### config.mk
export PLATFORM = sky130hd
export DESIGN_NAME = mii_register_emulator
export DESIGN_NICKNAME = d
export VERILOG_FILES = /design/src/hw/rtl/mre_pkg.sv /design/src/hw/rtl/mre_port_state.sv /design/src/hw/rtl/mre_read_mux.sv /design/src/hw/rtl/mii_register_emulator.sv
export SDC_FILE = /design/constraint.sdc
export NUM_CORES = 1
export LEC_CHECK = 0
export ABC_AREA = 1
export BUFFER_PORTS_ARGS = -buffer_cell sky130_fd_sc_hd__buf_4
export CAP_MARGIN = 20
export CORE_MARGIN = 1.5
export CORE_UTILIZATION = 40
export DETAILED_ROUTE_END_ITERATION = 7
export HOLD_SLACK_MARGIN = 0.02
export MAX_ROUTING_LAYER = met4
export SLEW_MARGIN = 25
export SYNTH_ARGS = -nofsm -noshare
export SYNTH_HDL_FRONTEND = slang
export SYNTH_SLANG_ARGS = --single-unit
### constraint.sdc
create_clock -name clk -period 4.8 [get_ports clk]
set_input_delay 0.96 -clock clk [delete_from_list [all_inputs] [get_ports clk]]
set_output_delay 0.96 -clock clk [all_outputs]
set_load 0.005 [all_outputs]
### src/hw/rtl/mre_pkg.sv
// Package of the MII register emulator: codes, constants and shared types.
`timescale 1ns / 1ps

package mre_pkg;

  // Stream widths
  localparam int IN_TDATA_W  = 24;
  localparam int IN_TUSER_W  = 2;
  localparam int OUT_TDATA_W = 32;

  // Defaults
  localparam int         NUM_PHY_PORTS_DEF = 2;
  localparam logic [1:0] PHY_COUNT_RESET   = 2'd2;
  localparam logic [7:0] CTRL_RESET        = 8'h9F;
  localparam logic [7:0] RESTART_RESET     = 8'h00;
  localparam logic [7:0] STATUS_RESET      = 8'h00;

  // Opcodes
  localparam logic [1:0] OP_READ   = 2'd0;
  localparam logic [1:0] OP_WRITE  = 2'd1;
  localparam logic [1:0] OP_STATUS = 2'd2;
  localparam logic [1:0] OP_NOP    = 2'd3;

  // Clause-22 register numbers
  localparam logic [4:0] REG_BMCR    = 5'd0;
  localparam logic [4:0] REG_BMSR    = 5'd1;
  localparam logic [4:0] REG_PHYSID1 = 5'd2;
  localparam logic [4:0] REG_PHYSID2 = 5'd3;
  localparam logic [4:0] REG_ADV     = 5'd4;
  localparam logic [4:0] REG_LPA     = 5'd5;

  // Fixed register words
  localparam logic [15:0] PHY_ID1_WORD = 16'h0022;
  localparam logic [15:0] PHY_ID2_WORD = 16'h1430;
  localparam logic [15:0] NO_READ_WORD = 16'hFFFF;

  // Command from the input stage to the per-port state
  typedef struct packed {
    logic        commit;
    logic        port_ok;
    logic [1:0]  op;
    logic [1:0]  port;
    logic [4:0]  reg_addr;
    logic [15:0] wdata;
  } mre_cmd_t;

  // The three bytes of one port
  typedef struct packed {
    logic [7:0] control;
    logic [7:0] restart;
    logic [7:0] status;
  } mre_bytes_t;

endpackage

### src/hw/rtl/mre_port_state.sv
// Per-port control, restart and status bytes with their write-update logic.
`timescale 1ns / 1ps

module mre_port_state import mre_pkg::*; #(
  parameter int NUM_PHY_PORTS = NUM_PHY_PORTS_DEF
) (
  input  logic       clk,
  input  logic       rst_n,
  input  mre_cmd_t   cmd,
  output mre_bytes_t cur_bytes,
  output mre_bytes_t nxt_bytes
);

  localparam int IDX_W = (NUM_PHY_PORTS > 1) ? $clog2(NUM_PHY_PORTS) : 1;

  logic [7:0] ctrl_r    [NUM_PHY_PORTS];
  logic [7:0] restart_r [NUM_PHY_PORTS];
  logic [7:0] status_r  [NUM_PHY_PORTS];

  logic [IDX_W+1:0] port_ext;
  logic [IDX_W-1:0] idx;
  logic [7:0]       ctrl_nxt;
  logic [7:0]       restart_nxt;
  logic [7:0]       status_nxt;

  // Index of the addressed port; parked at 0 when the port is not served
  assign port_ext = {{IDX_W{1'b0}}, cmd.port};
  assign idx      = cmd.port_ok ? port_ext[IDX_W-1:0] : '0;

  assign cur_bytes.control = ctrl_r[idx];
  assign cur_bytes.restart = restart_r[idx];
  assign cur_bytes.status  = status_r[idx];

  // Bit mapping of MII writes and status loads
  always_comb begin
    ctrl_nxt    = cur_bytes.control;
    restart_nxt = cur_bytes.restart;
    status_nxt  = cur_bytes.status;
    if (cmd.op == OP_WRITE) begin
      if (cmd.reg_addr == REG_BMCR) begin
        ctrl_nxt    = {cmd.wdata[12], cmd.wdata[13], cmd.wdata[8], cur_bytes.control[4:0]};
        restart_nxt = {cur_bytes.restart[7:6], cmd.wdata[9], cur_bytes.restart[4],
                       cmd.wdata[11], cur_bytes.restart[2:0]};
      end else if (cmd.reg_addr == REG_ADV) begin
        ctrl_nxt = {cur_bytes.control[7:4], cmd.wdata[8:5]};
      end
    end else if (cmd.op == OP_STATUS) begin
      status_nxt = cmd.wdata[7:0];
    end
  end

  assign nxt_bytes.control = ctrl_nxt;
  assign nxt_bytes.restart = restart_nxt;
  assign nxt_bytes.status  = status_nxt;

  // Byte storage, updated when the item leaves the input stage
  always_ff @(posedge clk) begin
    if (!rst_n) begin
      for (int i = 0; i < NUM_PHY_PORTS; i++) begin
        ctrl_r[i]    <= CTRL_RESET;
        restart_r[i] <= RESTART_RESET;
        status_r[i]  <= STATUS_RESET;
      end
    end else if (cmd.commit && cmd.port_ok) begin
      ctrl_r[idx]    <= ctrl_nxt;
      restart_r[idx] <= restart_nxt;
      status_r[idx]  <= status_nxt;
    end
  end

endmodule

### src/hw/rtl/mre_read_mux.sv
// Builds the 16-bit clause-22 read word from the addressed port's bytes.
`timescale 1ns / 1ps

module mre_read_mux import mre_pkg::*; (
  input  mre_cmd_t    cmd,
  input  mre_bytes_t  bytes,
  output logic [15:0] read_data
);

  logic [7:0]  c;
  logic [7:0]  r;
  logic [7:0]  s;
  logic [15:0] word;

  assign c = bytes.control;
  assign r = bytes.restart;
  assign s = bytes.status;

  // Register word decode
  always_comb begin
    case (cmd.reg_addr)
      REG_BMCR:    word = {2'b00, c[6], c[7], r[3], 1'b0, r[5], c[5], 8'h00};
      REG_BMSR:    word = 16'h7808 | {10'd0, s[6], 2'b00, s[5], 2'b00};
      REG_PHYSID1: word = PHY_ID1_WORD;
      REG_PHYSID2: word = PHY_ID2_WORD;
      REG_ADV:     word = {7'd0, c[3:0], 5'h01};
      // ack bit 14 set once the partner advertises anything
      REG_LPA:     word = {1'b0, |s[3:0], 5'd0, s[3:0], 5'h1F};
      default:     word = NO_READ_WORD;
    endcase
  end

  // Only a read of a served port returns a register word
  assign read_data = (cmd.port_ok && cmd.op == OP_READ) ? word : NO_READ_WORD;

endmodule

### src/hw/rtl/mii_register_emulator.sv
// An input transfer passes the input register, then the result register, on its way to the result.
// Throughput: one item per cycle; out_tready low stalls the result register,
//   then the input register, and in_tready follows.
// Reset (rst_n low, synchronous): control bytes 0x9F, restart and status bytes 0,
//   phy_port_count 2, both stages empty.
`timescale 1ns / 1ps

module mii_register_emulator import mre_pkg::*; #(
  parameter int NUM_PHY_PORTS = NUM_PHY_PORTS_DEF
) (
  input  logic                   clk,
  input  logic                   rst_n,
  // Configuration
  input  logic                   cfg_wr_en,
  input  logic [1:0]             cfg_wr_data,  // phy_port_count
  // Request stream
  input  logic                   in_tvalid,
  output logic                   in_tready,
  input  logic [IN_TDATA_W-1:0]  in_tdata,     // port[1:0], reg_addr[6:2], write_data[22:7]
  input  logic [IN_TUSER_W-1:0]  in_tuser,     // opcode[1:0]
  // Result stream
  output logic                   out_tvalid,
  input  logic                   out_tready,
  output logic [OUT_TDATA_W-1:0] out_tdata     // read_data[15:0], port_control[23:16],
                                               // port_restart[31:24]
);

  localparam logic [3:0] NUM_PORTS_V = 4'(NUM_PHY_PORTS);

  logic [1:0]  phy_count_r;

  logic        s1_valid_r;
  logic [1:0]  s1_op_r;
  logic [1:0]  s1_port_r;
  logic [4:0]  s1_reg_r;
  logic [15:0] s1_wdata_r;

  logic                   out_valid_r;
  logic [OUT_TDATA_W-1:0] out_data_r;

  logic        out_adv;
  logic        s1_adv;
  logic        port_ok;
  mre_cmd_t    cmd;
  mre_bytes_t  cur_bytes;
  mre_bytes_t  nxt_bytes;
  logic [15:0] read_data;
  logic [7:0]  rep_control;
  logic [7:0]  rep_restart;

  // Flow control between the two stages
  assign out_adv   = !out_valid_r || out_tready;
  assign s1_adv    = s1_valid_r && out_adv;
  assign in_tready = !s1_valid_r || out_adv;

  // Configuration register
  always_ff @(posedge clk) begin
    if (!rst_n) begin
      phy_count_r <= PHY_COUNT_RESET;
    end else if (cfg_wr_en) begin
      phy_count_r <= cfg_wr_data;
    end
  end

  // Input register
  always_ff @(posedge clk) begin
    if (!rst_n) begin
      s1_valid_r <= 1'b0;
    end else if (in_tready) begin
      s1_valid_r <= in_tvalid;
    end
  end

  always_ff @(posedge clk) begin
    if (in_tready && in_tvalid) begin
      s1_op_r    <= in_tuser[1:0];
      s1_port_r  <= in_tdata[1:0];
      s1_reg_r   <= in_tdata[6:2];
      s1_wdata_r <= in_tdata[22:7];
    end
  end

  // Port is served if below both the configured count and the built-in count
  assign port_ok = ({2'b00, s1_port_r} < NUM_PORTS_V) && (s1_port_r < phy_count_r);

  assign cmd.commit   = s1_adv;
  assign cmd.port_ok  = port_ok;
  assign cmd.op       = s1_op_r;
  assign cmd.port     = s1_port_r;
  assign cmd.reg_addr = s1_reg_r;
  assign cmd.wdata    = s1_wdata_r;

  mre_port_state #(
    .NUM_PHY_PORTS (NUM_PHY_PORTS)
  ) u_state (
    .clk       (clk),
    .rst_n     (rst_n),
    .cmd       (cmd),
    .cur_bytes (cur_bytes),
    .nxt_bytes (nxt_bytes)
  );

  mre_read_mux u_read (
    .cmd       (cmd),
    .bytes     (cur_bytes),
    .read_data (read_data)
  );

  // Reported bytes are the post-update values, zero for an unserved port
  assign rep_control = port_ok ? nxt_bytes.control : 8'h00;
  assign rep_restart = port_ok ? nxt_bytes.restart : 8'h00;

  // Result register
  always_ff @(posedge clk) begin
    if (!rst_n) begin
      out_valid_r <= 1'b0;
    end else if (out_adv) begin
      out_valid_r <= s1_valid_r;
    end
  end

  always_ff @(posedge clk) begin
    if (s1_adv) begin
      out_data_r <= {rep_restart, rep_control, read_data};
    end
  end

  assign out_tvalid = out_valid_r;
  assign out_tdata  = out_data_r;

endmodule

Yosys cells after proc, flatten, opt, wreduce, memory -nomap -nowiden
Memories as Yosys holds them, arrays and structs flattened.
Index checks and enable logic that the tools add are counted.
Word-level totals
  bits in registers: 59
  bits in writable memories: 48
  input bits: 33
  output and inout bits: 34
  logic and storage cells: 58
  memories kept: 3
Operators by class
  $lt $le $gt $ge: 2
  equality and inequality tests: 7
  multiplexer cells: 22
  reduce and logical (&&, ||, !) cells: 15
Memory list
  u_state.ctrl_r: words 2, width 8, read ports 1, clocked after Yosys merged registers in 0, wr ports 2, line mre_port_state.sv:16  | logic [7:0] ctrl_r [NUM_PHY_PORTS];
  u_state.restart_r: words 2, width 8, read ports 1, clocked after Yosys merged registers in 0, wr ports 2, line mre_port_state.sv:17  | logic [7:0] restart_r [NUM_PHY_PORTS];
  u_state.status_r: words 2, width 8, read ports 1, clocked after Yosys merged registers in 0, wr ports 2, line mre_port_state.sv:18  | logic [7:0] status_r [NUM_PHY_PORTS];
Operator list (number)
  16-bit one-hot mux with 6 select lines: 1
  8-bit 2-to-1 mux: 7
  8-bit OR reduction: 3
  6-bit 2-to-1 mux: 2
  1-bit 2-to-1 mux: 11
  5-bit by 2-bit == test with 1-bit output (second input constant): 2
  5-bit by 3-bit == test with 1-bit output (second input constant): 2
  5-bit by 1-bit == test with 1-bit output (second input constant): 1
  1-bit logical AND: 5
  5-bit zero test: 1
  4-bit 2-to-1 mux: 1
  4-bit OR reduction: 1
  2-bit by 1-bit == test with 1-bit output (second input constant): 1
  2-bit == test (second input constant): 1
  1-bit zero test: 2
  2-bit zero test: 1
  1-bit logical OR: 2
  2-bit < comparator: 1
  2-bit < comparator (second input constant): 1

Logic depth before layout (Yosys ltp)
Gate-level depths: netlist of run 1.
  depth in word-level cells: 9
  mapped depth: 11
  depth with buffers taken out: 10

Modules after synthesis
From an unflattened synthesis of run 1, not the netlist that was laid out.
Second synthesis, totals
  cells, all modules: 474
  area, all modules: 4852.2 um2
Modules (own cells, without submodules)
  mre_port_state: times used 1, cells each 286, area each 2459.9 um2, sequential area each 1441.4 um2
  mii_register_emulator: times used 1, cells each 118, area each 2077.0 um2, sequential area each 1791.7 um2
  mre_read_mux: times used 1, cells each 70, area each 315.3 um2, sequential area each 0.0 um2

Worst setup path after synthesis of run 1
OpenSTA, ideal clock, no wires.
  path kind: input-to-reg
  from: input out_tready
  to: memory u_state.ctrl_r[0][0] (enable)
  setup time: 379 ps
  arrival: 2134 ps
  required time: 4421 ps
  slack: 2287 ps
  stages: 7
  buffers on the path: 1
  path through: inv_1 -> nand2_1 -> nand2_1 -> nor3_4 -> nand2_2 -> buf_6 -> nand2_1
RTL lines
  start, declared: line mii_register_emulator.sv:23  | input logic out_tready,
  end, declared: line mre_port_state.sv:16

==> results of run 1 <==
## worst register-to-register path, stage by stage, from the launching register on
cell and delay [ns]:
edfxtp_1 0.39, ha_1 0.19, nor2_1 0.27, nand2_2 0.36, nor3_4 0.27, nand2_2 0.28, nand2_1 0.85
## stage by stage
step / hold slack [ns] / area, um^2 / total power, uW / util
finish: 0.480 / 4940 / 1590 / 0.483
detailed placement: 0.475 / 4780 / 1160 / 0.467
floorplan: 0.442 / 4200 / 1100 / -
CTS: 0.487 / 4940 / 1610 / 0.483
global placement: 0.462 / 4780 / 1150 / 0.467
global route: 0.505 / 4940 / 1650 / 0.483
## layer usage
| metal | track usage | wire length, um | share of wire | vias to the layer above |
|---|---|---|---|---|
| li1 | - | - | - | 1342 |
| met1 | 0.197 | 3580 | 0.44 | 1262 |
| met2 | 0.260 | 4010 | 0.50 | 69 |
| met3 | 0.0297 | 387 | 0.048 | 10 |
| met4 | 0.0626 | 120 | 0.015 | 0 |
| met5 | - | 0 | 0 | - |
## logic make-up after synthesis
logic type	share of synthesized area
AO/OA/AOI/OAI	0.0477
adder cells (fa/ha/maj)	0.00298
buffers and inverters	0.0447
flip-flops	0.713
multiplexers	0.0167
AND/OR/NAND/NOR	0.175
## power by group
group	total [uW]	internal [uW]	switching, uW
Combinational	121	44.0	77.3
Clock	461	186	275
Sequential	1010	1000	12.5
## cell usage after synthesis
cell,n,share of area
a21oi_1,5,0.0060
edfxtp_1,97,0.69
or2_2,4,0.0060
o21ai_1,5,0.0060
o21ai_0,21,0.025
nand3_1,12,0.014
o211ai_1,4,0.0072
clkinv_1,1,0.00089
inv_2,1,0.00089
mux2i_1,7,0.017
dfxtp_1,4,0.019
nand4_1,5,0.0075
ha_1,1,0.0030
nor2_1,56,0.050
buf_4,2,0.0036
o21bai_1,1,0.0018
inv_1,34,0.030
clkbuf_1,1,0.00089
nor2_2,4,0.0060
nor2_4,1,0.0027
nor3_2,1,0.0024
or2_0,2,0.0030
nand2_1,70,0.063
nand2_2,7,0.010
nand3_2,2,0.0048
nor3_1,1,0.0012
buf_6,3,0.0080
nor3_4,1,0.0039
a211oi_1,1,0.0018
## placed cells by master, fill, tap and decap left out, drive strengths merged
master  count
mux2i       7
edfxtp     97
clkinv      6
buf        62
nand4       5
o211ai      4
ha          1
inv        35
nor2       61
nand2      77
o21bai      1
a211oi      1
clkbuf     11
a21oi       5
nand3      14
o21ai      26
dfxtp       4
or2         6
nor3        3
## how the worst max path moves through the flow
stage / startpoint / end / slack (ns) / cells after the start
after floorplan: out_tready / u_state.ctrl_r[0][0] / 2.29 / 7
after global placement: out_tready / u_state.ctrl_r[0][2] / 1.75 / 7
after detailed placement: s1_port_r[1] / u_state.ctrl_r[0][2] / 1.68 / 6
after CTS: s1_port_r[1] / u_state.ctrl_r[0][6] / 1.67 / 6
after global routing: s1_port_r[1] / u_state.ctrl_r[1][7] / 1.57 / 6
final: s1_port_r[1] / u_state.status_r[1][6] / 1.81 / 6
## area by class of cell
type,instances,area [um^2],share of cell area
inverters,36,135,0.0273
repair buffers,62,465,0.0942
clock inverters,5,27.5,0.00557
multi-input cells,211,1020,0.206
well taps,136,170,0.0344
flip-flops and latches,101,2990,0.606
clock buffers,11,131,0.0266
## state kept, by name, indices dropped and copies added, names as in the netlist
| register | count |
|---|---|
| s1_wdata_r | 12 |
| u_state.restart_r | 16 |
| s1_valid_r | 1 |
| s1_reg_r | 5 |
| u_state.ctrl_r | 16 |
| out_tvalid | 1 |
| phy_count_r | 2 |
| s1_op_r | 2 |
| out_tdata | 32 |
| u_state.status_r | 12 |
| s1_port_r | 2 |
==> results.cfg, run 1 <==
[sta]
drv_slew = 0
period_share = 0.624
maxSlewHeadroom = 0.321
grt_setup_unrepaired = no
worst_slew_pin_slew_ns = 1.02
fin_setup_tns_ns = 0
hold_viol = 0
fmaxAchievable_mhz = 334
setup_slack_ns = 1.81
period_minus_slack_ns = 2.99
setup_viol = 0
finClkSkew_ns = 0.00509

[pwr]
p_leak_uw = 0.00189
p_per_area_nw_per_um2 = 323
ir_worst_vdd_mv = 0.124

[logic_synthesis]
syn_inst = 354
synth_area_per_cell_um2 = 11.9
ys_types = 29
seq_area_frac_synth = 0.713
syn_area_um2 = 4200
yosys_warnings = 0
ys_ff_latch = 101
synth_nets = 388

[floorplan]
fp.dieH_um = 105
core-area_um2 = 10200
die-area_um2 = 11100
die_width_um = 105
fp-row-count = 37
start_util = 0.410
ioPinCount = 67

[setup_path]
crit_path_max_fanout = 22
max_stage_delay_ns = 0.85
r2r-start = s1_port_r[1]
r2r_slack_ns = 1.81
cpMostUsedCell = nand2_2
cp_data_arrival_time_ns = 2.98
path_class = flop to flop
worstReg2RegEnd = u_state.status_r[1][6]
r2r_cells = 6
crit_path_end_kind = flop
critPathLaunchType = flop
crit_buf_inv = 0
cp_top_family = simple AND/OR/NAND/NOR gates
cp_cell_sequence = ha_1 > nor2_1 > nand2_2 > nor3_4 > nand2_2 > nand2_1
required_ns = 4.78
crit_slowest_cell = nand2_1

[finish]
diodes = 0
area_growth_pct = 17.7
n_fill_cell = 922
drive_gt1_frac = 0.228
nets = 455
stdcell_count = 562

[clock_tree]
clockBufferDepth = 2
cts_setup_buffers = 0
cts_hold_buf = 0
cts_buffers = 9
tritoncts = built
root_buffer = clkbuf_8
h-tree-depth = 3
cts_resized = 0
clk_latency_ns = 0.36
cts_sinks = 101
clk_pin_slew_ns = 0.09

[placed_design]
portBuffers = 61
placedCellCount = 546
finalWeightedCongestion = 0.799
dp_hpwl_mm = 5.41
place_ws_ns = 1.68

[detailed_routing]
drc = 0
totalWireLength_mm = 8.10
first_iter_violations = 206
routed_via_density = 4.77
drtPass1Iterations = 5
ant_nets = 0
via_count = 2683
avgRoutedWirePerCell_um = 14.4

[status]
status = completed

[global_route]
grt_pass1_wl_mm = 12.9
grt_antenna_before_repair = 0
grt_pass1_vias = 2620
grt_use_total = 0.159
grt_max_degree = 24
grt-ovfl-total = 0

[min_path]
whs_path_depth = 2
min_from = phy_count_r[1]
hold_path_class = flop to flop
holdPathEnd = phy_count_r[1]

[job]
maxCapViolCount = 0
Note: power is estimated with default switching activity, not from simulation.
==> inputs of run 2 (changes only) <==
==> constraint.sdc (replaced) <==
create_clock -name clk -period 3 [get_ports clk]
set_input_delay 0.6 -clock clk [delete_from_list [all_inputs] [get_ports clk]]
set_output_delay 0.6 -clock clk [all_outputs]
set_load 0.005 [all_outputs]
==> results.cfg, run 2 (synthesis results as in run 1) <==
[status]
status = completed

[detailed_routing]
avgRoutedWirePerCell_um = 14.3
ant_nets = 0
first_iter_violations = 125
drtPass1Iterations = 4
totalWireLength_mm = 8.13
via_count = 2733
routed_via_density = 4.80
drc = 0

[finish]
nets = 462
n_fill_cell = 908
drive_gt1_frac = 0.242
layout_commonest_cell = edfxtp_1
multi_input_area_um2 = 1020
largest_reg_flops = 32
diodes = 0
area_growth_pct = 20.5
seqCellArea_um2 = 2990
layout_common_cells = edfxtp_1 (97), nand2_1 (70), buf_4 (69)
design_area_um2 = 5060

[sta]
fin_setup_tns_ns = 0
period_share = 0.772
grt_setup_unrepaired = no
finClkSkew_ns = 0.0105
maxSlewHeadroom = 0.712
period_minus_slack_ns = 2.32
drv_slew = 0
worst_slew_pin_slew_ns = 0.431
hold_viol = 0
fmaxAchievable_mhz = 432
setup_viol = 0

[min_path]
hold_path_class = input pin to flop

[global_route]
grt-ovfl-total = 0
grt_pass1_wl_mm = 13.0
grt_max_degree = 33
grt_use_total = 0.161
grt_pass1_vias = 2666
grt_antenna_before_repair = 0

[placed_design]
dp_hpwl_mm = 5.50
placed_area_um2 = 4830
finalWeightedCongestion = 0.796
portBuffers = 61

[pwr]
ir_worst_vdd_mv = 0.224
p_per_area_nw_per_um2 = 548
p_leak_uw = 0.00194
finalPower_uw = 2770

[setup_path]
cp_data_arrival_time_ns = 2.43
crit_path_end_kind = flop
required_ns = 3.11
critPathLaunchType = flop
path_class = flop to flop
crit_path_max_fanout = 11

[floorplan]
die_width_um = 105
fp.dieH_um = 105
ioPinCount = 67
die-area_um2 = 11100
start_util = 0.410
fp-row-count = 37
core-area_um2 = 10200

[clock_tree]
cts_sinks = 101
cts_hold_buf = 0
clk_latency_ns = 0.37
tritoncts = built
cts_buffers = 9
cts_setup_buffers = 0
h-tree-depth = 3
clk_pin_slew_ns = 0.09
root_buffer = clkbuf_8
cts_resized = 0
clockBufferDepth = 2

[job]
maxCapViolCount = 0
run 2: path summary, 6_finish.rpt:
| kind | startpoint | endpoint | slack [ns] | cells past startpoint |
|---|---|---|---|---|
| hold reg to reg | phy_count_r[1] | phy_count_r[1] | 0.48 | 2 |
| setup / recovery | s1_port_r[1] | out_tdata[12] | 0.68 | 9 |
| hold / removal | in_tdata[15] | s1_wdata_r[8] | 0.41 | 1 |
| setup reg to reg | s1_port_r[1] | out_tdata[12] | 0.68 | 9 |
run 2: layer usage:
| layer | vias to the layer above | share of wire | track usage |
|---|---|---|---|
| li1 | 1356 | - | - |
| met1 | 1277 | 0.45 | 0.208 |
| met2 | 85 | 0.47 | 0.253 |
| met3 | 15 | 0.052 | 0.0254 |
| met4 | 0 | 0.026 | 0.0714 |
| met5 | - | 0 | - |
run 2: power breakdown:
part / total, uW / internal (uW) / leakage, uW / switching [uW]
clock: 952 / 494 / 0.000106 / 458
combinational: 204 / 76.0 / 0.000930 / 128
sequential: 1620 / 1600 / 0.000906 / 19.4
total: 2770 / 2170 / 0.00194 / 605
run 2: critical path, cell delays in order, from the launching register on:
cell and delay [ns]:
edfxtp_1 0.40, ha_1 0.19, nor2_1 0.27, nand2_2 0.25, buf_4 0.26, nor2_2 0.12
nand2_2 0.11, nor2_2 0.22, nand2_1 0.07, o21bai_1 0.16
run 2: metrics by stage:
step	hold WS [ns]	instances	worst slack, ns	util
floorplan	0.442	354	0.717	-
global placement	0.464	553	0.730	0.472
detailed placement	0.472	553	0.719	0.472
CTS	0.390	569	0.687	0.494
global route	0.396	569	0.518	0.494
finish	0.406	569	0.684	0.494
run 2: area by class of cell:
type | instances | share of cell area
Inverter | 36 | 0.0267
Tap cell | 136 | 0.0336
Multi-Input combinational cell | 211 | 0.201
Timing Repair Buffer | 69 | 0.102
Clock inverter | 5 | 0.0166
Sequential cell | 101 | 0.592
Clock buffer | 11 | 0.0280
